## config.mk

```make
export PLATFORM = sky130hd
export DESIGN_NAME = cas_queue
export DESIGN_NICKNAME = d
export VERILOG_FILES = /design/src/rtl/cas_pkg.sv /design/src/rtl/cas_queue.sv
export SDC_FILE = /design/constraint.sdc
export NUM_CORES = 1
export LEC_CHECK = 0
export BUFFER_PORTS_ARGS = -buffer_cell sky130_fd_sc_hd__buf_2
export CAP_MARGIN = 30
export CORE_MARGIN = 4
export CORE_UTILIZATION = 57
export CTS_CLUSTER_DIAMETER = 40
export DETAILED_ROUTE_END_ITERATION = 10
export HOLD_SLACK_MARGIN = 0.06
export PLACE_DENSITY = 0.79
export SLEW_MARGIN = 15
export SYNTH_ARGS = -nofsm -noshare
export SYNTH_HDL_FRONTEND = slang
export SYNTH_SLANG_ARGS = --single-unit
```

## constraint.sdc

```tcl
create_clock -name clk -period 4.6 [get_ports clk]
set_input_delay 0.92 -clock clk [delete_from_list [all_inputs] [get_ports clk]]
set_output_delay 0.92 -clock clk [all_outputs]
set_load 0.02 [all_outputs]
```

## src/rtl/cas_pkg.sv

```systemverilog
// Shared types and constants for the contrast-adaptive sharpener.
package cas_pkg;

  localparam int unsigned CfgIdxW = 2;
  localparam logic [CfgIdxW-1:0] RegWidth = 2'd0;
  localparam logic [CfgIdxW-1:0] RegHeight = 2'd1;
  localparam logic [CfgIdxW-1:0] RegSharp = 2'd2;

  // Job handed from the window front to the arithmetic back.
  typedef struct packed {
    logic [8:0][7:0] wn;
    logic            use_center;
    logic [9:0]      row;
    logic [9:0]      col;
    logic            last;
    logic            done;
  } job_t;

  typedef enum logic [2:0] {
    BK_IDLE, BK_DIV, BK_SQRT, BK_MUL, BK_QDIV, BK_OUT
  } bk_state_t;

endpackage

```

## src/rtl/cas_queue.sv

```systemverilog
// Short FIFO between window front and arithmetic back.
module cas_queue (
  input  logic          clk,
  input  logic          rst,
  input  logic          wr_valid,
  output logic          wr_ready,
  input  cas_pkg::job_t wr_data,
  output logic          rd_valid,
  input  logic          rd_ready,
  output cas_pkg::job_t rd_data
);
  import cas_pkg::*;

  job_t       mem [4];
  logic [1:0] wp, rp;
  logic [2:0] cnt;
  logic       wr, rd;

  assign wr_ready = (cnt != 3'd4);
  assign rd_valid = (cnt != 3'd0);
  assign wr = wr_valid && wr_ready;
  assign rd = rd_valid && rd_ready;
  assign rd_data = mem[rp];

  always_ff @(posedge clk) begin
    if (wr) mem[wp] <= wr_data;
    if (rst) begin
      wp <= '0;
      rp <= '0;
      cnt <= '0;
    end else begin
      if (wr) wp <= wp + 2'd1;
      if (rd) rp <= rp + 2'd1;
      cnt <= cnt + 3'(wr) - 3'(rd);
    end
  end
endmodule

```

==> results.sh <==
export IMPL_final_setup_skew_ns=0.0113
export IMPL_routedWlPerCell_um=23.5
export IMPL_crit_path_top_delay_cell="dfxtp_4"
export IMPL_clkSinkCount=389
export IMPL_dpl_hpwl_mm=16.2
export IMPL_final_common_cell="edfxtp_1"
export IMPL_synth_top_cell_area_share_pct=80.3
export IMPL_yosysWarnings=0
export IMPL_period_minus_slack_ns=3.28
export IMPL_die_w_um=166
export IMPL_whs_path_depth=2
export IMPL_final_cell_mix="380 x edfxtp_1, 195 x buf_2, 95 x mux4_2, 45 x clkbuf_16"
export IMPL_ys_types=24
export IMPL_status="complete, no violations"
export IMPL_power_density_nw_per_um2=605
export IMPL_yosysTopAreaCell="edfxtp_1"
export IMPL_drv_slew=0
export IMPL_cp_end_kind="output pin"
export IMPL_relSlewSlack_pct=55.5
export IMPL_synth_seq_area_share_pct=81.5
export IMPL_timing_final_hold_violations=0
export IMPL_h_tree_depth=2
export IMPL_fin_nets=880
export IMPL_drtIter0Drc=489
export IMPL_rsz0062_at_grt="false"
export IMPL_clock_power_share_pct=32.7
export IMPL_cp_required_ns=3.68
export IMPL_clk_pin_slew_ns=0.06
export IMPL_crit_family="buffers and inverters"
export IMPL_tns_ns=0
export IMPL_cp_max_fo=21
export IMPL_cts_root_buffer="clkbuf_16"
export IMPL_drtAntennaViolNets=0
export IMPL_grt_ovfl_total=0
export IMPL_rrSetupSlack_ns=1.95
export IMPL_synth_fp_nets=652
export IMPL_path_buf_inv=2
export IMPL_hold_path_class="reg2reg"
export IMPL_initial_utilization_pct=58.1
export IMPL_gp_congestion=0.764
export IMPL_synthTopCellsByArea="edfxtp_1 80%, mux4_2 15%, dfxtp_1 1.3%"
export IMPL_seqPwrFrac_pct=43.8
export IMPL_pin_count=196
export IMPL_vias=6485
export IMPL_critical_path_cell_chain="buf_4 > mux4_2 > buf_2"
export IMPL_antenna_found_initial=3
export IMPL_max_freq_mhz=305
export IMPL_vdd_ir_drop_worst_mv=0.393
export IMPL_cts_setup_buffers=0
export IMPL_grt_usage_pct=19.3
export IMPL_hold_buffers=0
export IMPL_grt_pass1_vias=7026
export IMPL_p_int_mw=7.40
export IMPL_syn_to_final_growth_pct=19.5
export IMPL_setup_violations=0
export IMPL_cpPeakStageDelay_ns=0.61
export IMPL_r2r_cells=11
export IMPL_drcViolationCount=0
export IMPL_cp_arrival_ns=2.36
export IMPL_switchingPower_mw=2.88
export IMPL_fin_area_um2=17000
export IMPL_min_period_over_period_pct=71.3
export IMPL_swShare_pct=28.0
export IMPL_path_class="reg2out"
export IMPL_finalWirelength_mm=26.6
export IMPL_place_area_um2=15500
export IMPL_coreArea_um2=24500
export IMPL_ys_seq_elements=389
export IMPL_crit_path_start_kind="register"
export IMPL_power_leakage_nw=5.73
export IMPL_avgSynthCellArea_um2=26.0
export IMPL_cts_buffers=43
export IMPL_syn_inst=546
export IMPL_tightestPinTransition_ns=0.667
export IMPL_grt_pass1_wl_mm=41.2
export IMPL_cp_depth=3
export IMPL_die_area_um2=27500
export IMPL_die_h_um=166
export IMPL_port_buffer_count=195
export IMPL_ctsResizeCount=0
export IMPL_firstDrtPassIters=5
export IMPL_clk_path_buf_depth=3
export IMPL_syn_area_um2=14200
export IMPL_fp_row_count=57
export IMPL_grt_max_degree=69
export IMPL_clk_insertion_delay_late_ns=0.52
export IMPL_tritoncts="built"
export IMPL_maxCapViolCount=0
export IMPL_combPwrFrac_pct=23.5
export IMPL_final_layout_size_suffix_gt1_share_pct=46.3
export IMPL_vias_per_cell=5.73
==> through the flow <==
stage	util [%]	hold WS (ns)	setup slack, ns	total power, mW	std cells
CTS	69.3	0.547	1.07	10.4	1130
finish	69.5	0.566	1.32	10.3	1132
global placement	63.5	0.493	1.59	6.94	1052
detailed placement	63.5	0.525	1.51	7.03	1052
floorplan	-	0.482	0.603	6.32	546
global route	69.4	0.572	1.14	10.7	1131
==> layout make-up <==
class	count	area (um^2)
antenna	1	2.50
clock buffer	55	1180
clock inverter	23	240
fill	1437	7470
inverter	5	18.8
multi-input combinational	129	2410
sequential	389	11600
tap	324	405
timing repair buffer	206	1130
==> cells by family after synthesis <==
family,count (synthesis),synth area share (%)
AOI/OAI and AO/OA,3,0.176
xor gates and xnor gates,3,0.185
adders and majority gates,7,0.669
buffers and inverters,28,1.58
DFF,389,81.5
muxes,97,15.2
and+or+nand+nor,19,0.669
==> power groups by stage <==
stage	clock [mW]	sequential [mW]	combinational [mW]
2_1_floorplan	0	4.52	1.80
3_3_place_gp	0	4.58	2.36
3_5_place_dp	0	4.62	2.41
4_1_cts	3.42	4.55	2.43
5_1_grt	3.59	4.55	2.60
6_report	3.36	4.51	2.42
==> layer usage <==
metal	part of all wire (%)	vias to the layer above	track usage (%)
li1	-	2803	-
met2	50	272	31.4
met1	39	3353	25.9
met4	2.1	6	4.95
met5	0.16	-	0
met3	8.8	51	6.19
==> registers in the layout, summed over array words and instances, names as in the netlist, named ones only <==
name,count
cnt,3
mem,380
rp,2
wp,2
==> Yosys cell counts <==
library cell / count
o311ai_0: 1
mux4_2: 95
o31a_1: 1
nor2b_1: 1
buf_6: 1
xnor2_1: 1
inv_1: 5
a21boi_1: 1
xor2_1: 2
buf_12: 6
nor2_1: 8
edfxtp_1: 380
fa_1: 1
or3_1: 1
dfxtp_1: 9
clkbuf_1: 5
ha_1: 6
nand2_1: 1
mux2_2: 1
buf_2: 11
and2_1: 5
nand2b_1: 2
mux2i_1: 1
nor3_1: 1
==> path summary, 6_finish.rpt <==
kind / end / startpoint
setup / recovery: rd_data[34] / register
hold / removal: wp[1] / wp[1]
setup reg to reg: cnt[2] / cnt[1]
hold reg to reg: wp[1] / wp[1]
==> worst register-to-register path, stage by stage, from the launching register on <==
cell and delay, ns:
dfxtp_1 0.45, nor2_1 0.11, a21boi_1 0.49, inv_1 0.11, ha_1 0.31, inv_1 0.06, ha_1 0.14, inv_1 0.05
fa_1 0.40, xor2_1 0.16, and2_1 0.16, nor3_1 0.13
(Power assumes the default switching activity.)
