**src/rtl/cas_pkg.sv**
```systemverilog
// Shared types and constants for the contrast-adaptive sharpener.
package cas_pkg;

  localparam int unsigned CfgIdxW = 2;
  localparam logic [CfgIdxW-1:0] RegWidth = 2'd0;
  localparam logic [CfgIdxW-1:0] RegHeight = 2'd1;
  localparam logic [CfgIdxW-1:0] RegSharp = 2'd2;

  // Job handed from the window front to the arithmetic back.
  typedef struct packed {
    logic [8:0][7:0] wn;
    logic            use_center;
    logic [9:0]      row;
    logic [9:0]      col;
    logic            last;
    logic            done;
  } job_t;

  typedef enum logic [2:0] {
    BK_IDLE, BK_DIV, BK_SQRT, BK_MUL, BK_QDIV, BK_OUT
  } bk_state_t;

endpackage

```
**src/rtl/cas_back.sv**
```systemverilog
// Sharpening arithmetic: serial divide, serial root, serial quotient.
module cas_back (
  input  logic          clk,
  input  logic          rst,
  input  logic [8:0]    sharp,
  input  logic          job_valid,
  output logic          job_ready,
  input  cas_pkg::job_t job,
  output logic          res_valid,
  input  logic          res_ready,
  output logic [9:0]    res_row,
  output logic [9:0]    res_col,
  output logic [7:0]    res_value,
  output logic          res_last,
  output logic          res_done
);
  import cas_pkg::*;

  bk_state_t st, st_next;
  job_t      jb;
  logic [5:0] step;

  function automatic logic [7:0] mn2(input logic [7:0] a, input logic [7:0] b);
    return (a < b) ? a : b;
  endfunction
  function automatic logic [7:0] mx2(input logic [7:0] a, input logic [7:0] b);
    return (a > b) ? a : b;
  endfunction

  logic [7:0] cn, cx, dn, dx;
  logic [8:0] mn, mx, num;
  always_comb begin
    cn = mn2(mn2(mn2(jb.wn[1], jb.wn[3]), mn2(jb.wn[4], jb.wn[5])), jb.wn[7]);
    cx = mx2(mx2(mx2(jb.wn[1], jb.wn[3]), mx2(jb.wn[4], jb.wn[5])), jb.wn[7]);
    dn = mn2(mn2(jb.wn[0], jb.wn[2]), mn2(jb.wn[6], jb.wn[8]));
    dx = mx2(mx2(jb.wn[0], jb.wn[2]), mx2(jb.wn[6], jb.wn[8]));
    mn = {1'b0, cn} + {1'b0, mn2(cn, dn)};
    mx = {1'b0, cx} + {1'b0, mx2(cx, dx)};
    num = (mn < 9'd510 - mx) ? mn : 9'd510 - mx;
  end

  // num <= mx, so bit 32 of the ratio is (num == mx); 32 restoring steps
  // give the rest. Bits [33:32] then feed the root two at a time.
  logic [33:0] ratio;
  logic [8:0]  drem;
  logic [9:0]  d2;
  logic        dge;
  // floor square root, one result bit per cycle
  logic [17:0] sv;
  logic [16:0] sres;
  logic [19:0] v2, trl;
  // products and final quotient
  logic [8:0]  sh;
  logic [11:0] k;
  logic [9:0]  s4;
  logic [27:0] p_kc, p_as;
  logic signed [29:0] top, top_r;
  logic [19:0] bot, bot_r;
  logic        top_le0, sat;
  logic [27:0] qrem, qdv;
  logic [7:0]  qv;
  logic        qge;
  logic [7:0]  val;

  always_comb begin
    d2 = {drem, 1'b0};
    dge = (d2 >= {1'b0, mx});
    v2 = {sv, ratio[33:32]};
    trl = {1'b0, sres, 2'b01};
    sh = (sharp > 9'd256) ? 9'd256 : sharp;
    k = 12'd2048 - ({2'b0, sh, 1'b0} + {3'b0, sh});
    s4 = {2'b0, jb.wn[1]} + {2'b0, jb.wn[3]} + {2'b0, jb.wn[5]} + {2'b0, jb.wn[7]};
    p_kc = 28'({k, 8'd0}) * 28'(jb.wn[4]);
    p_as = 28'(sres) * 28'(s4);
    top = $signed({2'b0, p_kc}) - $signed({2'b0, p_as});
    bot = {k, 8'd0} - {1'b0, sres, 2'b00};
    top_le0 = top_r[29] || (top_r == '0);
    // quotient would reach 256 or more
    sat = (top_r[27:0] >= {bot_r, 8'd0});
    qge = (qrem >= qdv);
  end

  always_ff @(posedge clk) begin
    if (rst) st <= BK_IDLE;
    else st <= st_next;
  end

  always_comb begin
    st_next = st;
    unique case (st)
      BK_IDLE: if (job_valid) st_next = BK_DIV;
      BK_DIV: begin
        if (step == 6'd0) begin
          if (jb.use_center || mx == 9'd0) st_next = BK_OUT;
        end else if (step == 6'd32) begin
          st_next = BK_SQRT;
        end
      end
      BK_SQRT: if (step == 6'd16) st_next = BK_MUL;
      BK_MUL:  st_next = BK_QDIV;
      BK_QDIV: begin
        if (step == 6'd0) begin
          if (top_le0 || sat) st_next = BK_OUT;
        end else if (step == 6'd8) begin
          st_next = BK_OUT;
        end
      end
      BK_OUT:  if (res_ready) st_next = BK_IDLE;
      default: st_next = BK_IDLE;
    endcase
  end

  assign job_ready = (st == BK_IDLE);
  assign res_valid = (st == BK_OUT);
  assign res_row = jb.row;
  assign res_col = jb.col;
  assign res_last = jb.last;
  assign res_done = jb.done;
  assign res_value = val;

  always_ff @(posedge clk) begin
    unique case (st)
      BK_IDLE: begin
        jb <= job;
        step <= '0;
      end
      BK_DIV: begin
        if (step == 6'd0) begin
          val <= jb.wn[4];
          if (num == mx) begin
            drem <= '0;
            ratio <= {2'b01, 32'd0};
          end else begin
            drem <= num;
            ratio <= '0;
          end
          step <= 6'd1;
        end else begin
          if (dge) drem <= 9'(d2 - {1'b0, mx});
          else drem <= d2[8:0];
          ratio[31:0] <= {ratio[30:0], dge};
          if (step == 6'd32) begin
            step <= '0;
            sv <= '0;
            sres <= '0;
          end else begin
            step <= step + 6'd1;
          end
        end
      end
      BK_SQRT: begin
        if (v2 >= trl) begin
          sv <= 18'(v2 - trl);
          sres <= {sres[15:0], 1'b1};
        end else begin
          sv <= 18'(v2);
          sres <= {sres[15:0], 1'b0};
        end
        ratio <= {ratio[31:0], 2'b00};
        step <= step + 6'd1;
      end
      BK_MUL: begin
        top_r <= top;
        bot_r <= bot;
        step <= '0;
      end
      BK_QDIV: begin
        if (step == 6'd0) begin
          if (top_le0) val <= '0;
          else if (sat) val <= 8'd255;
          qrem <= top_r[27:0];
          qdv <= {1'b0, bot_r, 7'd0};
          qv <= '0;
          step <= 6'd1;
        end else begin
          if (qge) qrem <= qrem - qdv;
          qv <= {qv[6:0], qge};
          qdv <= {1'b0, qdv[27:1]};
          if (step == 6'd8) val <= {qv[6:0], qge};
          step <= step + 6'd1;
        end
      end
      default: ;
    endcase
  end
endmodule

```
**config.mk**
```make
export PLATFORM = sky130hd
export DESIGN_NAME = cas_back
export DESIGN_NICKNAME = d
export VERILOG_FILES = /design/src/rtl/cas_pkg.sv /design/src/rtl/cas_back.sv
export SDC_FILE = /design/constraint.sdc
export NUM_CORES = 2
export LEC_CHECK = 0
export BUFFER_PORTS_ARGS = -buffer_cell sky130_fd_sc_hd__buf_4
export CAP_MARGIN = 20
export CORE_UTILIZATION = 58
export CTS_CLUSTER_SIZE = 30
export DETAILED_ROUTE_END_ITERATION = 16
export PLACE_DENSITY_LB_ADDON = 0.25
export SYNTH_ARGS = -nofsm -noshare
export SYNTH_HDL_FRONTEND = slang
export SYNTH_SLANG_ARGS = --single-unit
```
**constraint.sdc**
```tcl
create_clock -name clk -period 11.4 [get_ports clk]
set_clock_uncertainty 0.2 [all_clocks]
set_input_delay 0.57 -clock clk [delete_from_list [all_inputs] [get_ports clk]]
set_output_delay 0.57 -clock clk [all_outputs]
set_load 0.02 [all_outputs]
```
==> qor_table.md <==
| Step | Quantity | Reported |
| --- | --- | --- |
| run status | Run status | finished clean |
| logic synthesis | Share of flip-flops with an asynchronous set or reset after synthesis | 0% |
| worst setup path | Sort of element at the start of the critical path | register |
| global routing | Number of global-route vias before repair | 23500 |
| routing | First-pass DRT Iterations | 5 |
| routing | First DRT Iteration DRCs | 1773 |
| worst setup path | Largest stage delay on the critical path | 400 ps |
| logic synthesis | Count of state elements after synthesis | 299 |
| global routing | Global-route wire length before repair | 121000 um |
| logic synthesis | Average cell area after synthesis | 9.57 um^2 |
| timing | Crit path time final | 10900 ps |
| clock network | CTS Sinks | 299 |
| worst setup path | Critical path peak fanout | 8 |
| logic synthesis | Simple-Gate Fraction of Synth Area | 14.3% |
| routing | Via/cell ratio | 5.77 |
| routing | Residual DRC | 0 |
| timing | Worst Tran Pin Value | 1060 ps |
| timing | Slew Limit Headroom | 29.1% |
| worst setup path | Crit path capture type | register |
| worst setup path | Number of buffers and inverters on the critical path | 8 |
| worst setup path | Path type of the worst setup path | register to register |
| logic synthesis | Syn Nets | 3754 |
| floorplan | Rows | 82 |
| logic synthesis | Dominant synthesized flop cell | sky130_fd_sc_hd__edfxtp_1 |
| logic synthesis | Sequential cell area fraction in the yosys report | 30.3% |
| timing | Upper clock frequency limit | 91.7 MHz |
| logic synthesis | Synth top area cells | sky130_fd_sc_hd__edfxtp_1 (30%), sky130_fd_sc_hd__fa_1 (15%), sky130_fd_sc_hd__ha_1 (14%) |
| routing | Per-cell routed wire length | 18.7 um |
| finish | Ratio of cells with drive above 1 in the final layout | 11.0% |
| clock network | TritonCTS clock tree | done |
| worst setup path | Slowest library cell on the worst path | sky130_fd_sc_hd__edfxtp_1 |
| logic synthesis | Library cell with the largest summed area after synthesis | sky130_fd_sc_hd__edfxtp_1 |
| place | HPWL after detailed placement | 58100 um |
| floorplan | Core area | 50300 um^2 |
| global routing | Overall global routing resource usage | 29.1% |
| hold path | Hold crit path type | primary input to register |
| place | Count of input and output buffers | 139 |
| clock network | Clock-pin slew on the worst setup and hold paths | 60 ps |
| floorplan | Initial core utilization | 58.8% |
| run | Number of maximum-capacitance violations | 0 |
| logic synthesis | EDFF count, synth | 296 |
| clock network | Cts bufs inserted | 34 |
| finish | Final Net Count | 4005 |
| routing | Remaining antenna violation count after routing | 0 |
| worst setup path | Most prevalent standard cell on the critical path | sky130_fd_sc_hd__ha_1 |
| worst setup path | CP arrival | 10980 ps |
| timing | Final Hold Vio Count | 0 |
| routing | Final Routed Wirelength | 75400 um |
| logic synthesis | Share of Yosys cell area claimed by the top area cell type | 30.1% |
| clock network | Clock latency on the worst-skew pair | 550 ps |
| global routing | Number of antenna violations at the first check in global routing | 2 |
| global routing | Total congestion overflow | 0 |
| worst setup path | Worst path top cell family by delay | compound AO/OA/AOI/OAI gates |
| logic synthesis | Leading post-synthesis cells by instance count | sky130_fd_sc_hd__inv_1 (420), sky130_fd_sc_hd__nand2_1 (392), sky130_fd_sc_hd__ha_1 (334) |
| clock network | CTS H-Tree Depth | 2 |
| logic synthesis | Largest family of logic cells by synthesized area | adder cells |
| timing | Final period utilization | 95.6% |
| logic synthesis | Cells after Synth | 3092 |
| floorplan | I/O pin count | 140 |
| logic synthesis | Post-synthesis cell area | 29600 um^2 |
| routing | Total number of vias | 23300 |
| logic synthesis | Synth cell types | 78 |
| logic synthesis | Mux share of post-synthesis cell area | 3.40% |
| clock network | Max Root-Sink Buffers | 3 |
| timing | Setup_tns | 0 ps |
| timing | Slew Limit Fails | 0 |
| logic synthesis | Post-synthesis xor/xnor area fraction | 3.70% |
| floorplan | Die Ht | 228 um |
| clock network | CTS Root Buffer Type | sky130_fd_sc_hd__clkbuf_16 |
| floorplan | DIE WIDTH | 228 um |
| place | GP Congestion | 0.963 |
| timing | Final setup vio count | 0 |
| finish | Synthesis-to-finish area growth | 15.1% |
| worst setup path | Required @ worst endpoint | 11480 ps |
| logic synthesis | Synth Area in Compound Gates | 12.1% |
| global routing | Pin count of the biggest net entering global routing | 100 |
| floorplan | Die ar. | 51900 um^2 |
| logic synthesis | Arithmetic-cell share of the synthesized area counting full adders, half adders and majority gates | 29.1% |
| logic synthesis | Most numerous cell in the Yosys netlist | sky130_fd_sc_hd__inv_1 |
| logic synthesis | Synth warnings | 0 |
-- layer usage --
layer / wire (um) / part of all wire, % / vias up / track usage, %
li1: - / - / 11000 / -
met1: 32900 / 44 / 11400 / 39.5
met2: 36500 / 48 / 722 / 49.3
met3: 4050 / 5.4 / 131 / 3.30
met4: 2000 / 2.6 / 0 / 8.28
met5: 0 / 0 / - / 0
-- worst register-to-register path: cells and delay by family (launching register included) --
kind,cells,cell delay (ps)
muxes,5,1440
AOI/OAI and AO/OA,22,3820
xor gates and xnor gates,1,200
DFF,1,400
buffers and inverters,8,950
adders and majority gates,6,1750
and+or+nand+nor,14,1840
-- state kept, by name, summed over array words and instances (netlist names), 17 cells and up --
register  cells
jb           73
ratio        34
top_r        29
qrem         28
qdv          27
bot_r        18
sv           18
sres         17
-- logic make-up after synthesis --
| group | count (synthesis) |
|---|---|
| AND/OR/NAND/NOR | 910 |
| AO/OA/AOI/OAI | 565 |
| adder cells (fa/ha/maj) | 557 |
| buffers and inverters | 537 |
| flip-flops | 299 |
| XOR/XNOR | 125 |
| multiplexers | 99 |
-- per-stage QoR --
step	worst slack (ps)	cell area, um^2	instances	utilization, %	hold WS (ps)
global route	-108	34100	4041	67.7	4.90
CTS	10.8	33500	3997	66.6	2.27
floorplan	153	29600	3092	-	273
finish	499	34100	4041	67.7	32.4
detailed placement	-162	31500	3843	62.6	313
global placement	421	31500	3843	62.6	327
-- cells in the final DEF, fill, tap and decap left out, types with 71 or more instances in the layout --
cell | synthesis | final
sky130_fd_sc_hd__a21oi_1 | 139 | 133
sky130_fd_sc_hd__and2_1 | 111 | 110
sky130_fd_sc_hd__buf_4 | 20 | 228
sky130_fd_sc_hd__xnor2_1 | 79 | 71
sky130_fd_sc_hd__ha_1 | 334 | 334
sky130_fd_sc_hd__nor2_1 | 161 | 158
sky130_fd_sc_hd__edfxtp_1 | 296 | 296
sky130_fd_sc_hd__fa_1 | 220 | 219
sky130_fd_sc_hd__dlygate4sd3_1 | 0 | 94
sky130_fd_sc_hd__mux2i_1 | 91 | 78
sky130_fd_sc_hd__o21ai_0 | 174 | 167
sky130_fd_sc_hd__nand2_1 | 392 | 392
sky130_fd_sc_hd__inv_1 | 420 | 420
-- final timing paths --
| kind | from | to | slack (ps) | depth (start not counted) |
|---|---|---|---|---|
| setup reg to reg | jb[54]$_DFFE_PP_ | ratio[32]$_DFFE_PP_ | 500 | 56 |
| hold reg to reg | ratio[31]$_DFFE_PP_ | ratio[33]$_SDFFCE_PN0P_ | 340 | 1 |
| hold / removal | job[84] | jb[84]$_DFFE_PP_ | 30 | 1 |
| setup / recovery | jb[54]$_DFFE_PP_ | ratio[32]$_DFFE_PP_ | 500 | 56 |
-- timing repair --
action                     CTS  global route
resized for setup            1            58
hold endpoints to repair    96             0
setup endpoints to repair   10            10
hold buffers                94             0
gates cloned                 0             2
buffers inserted             0            40
pin swaps                    0             8
-- layout make-up --
type | count | area [um^2]
clock inverters | 16 | 164
clock buffers | 44 | 910
repair buffers | 329 | 2750
inverters | 421 | 1580
diodes | 2 | 5.00
well taps | 672 | 841
fillers | 3953 | 16200
multi-input cells | 2258 | 18900
flip-flops and latches | 299 | 8950
Power is left out: the tool's default activity adds up to more than one toggle a clock period on the data nets, which glitch-free logic cannot reach.
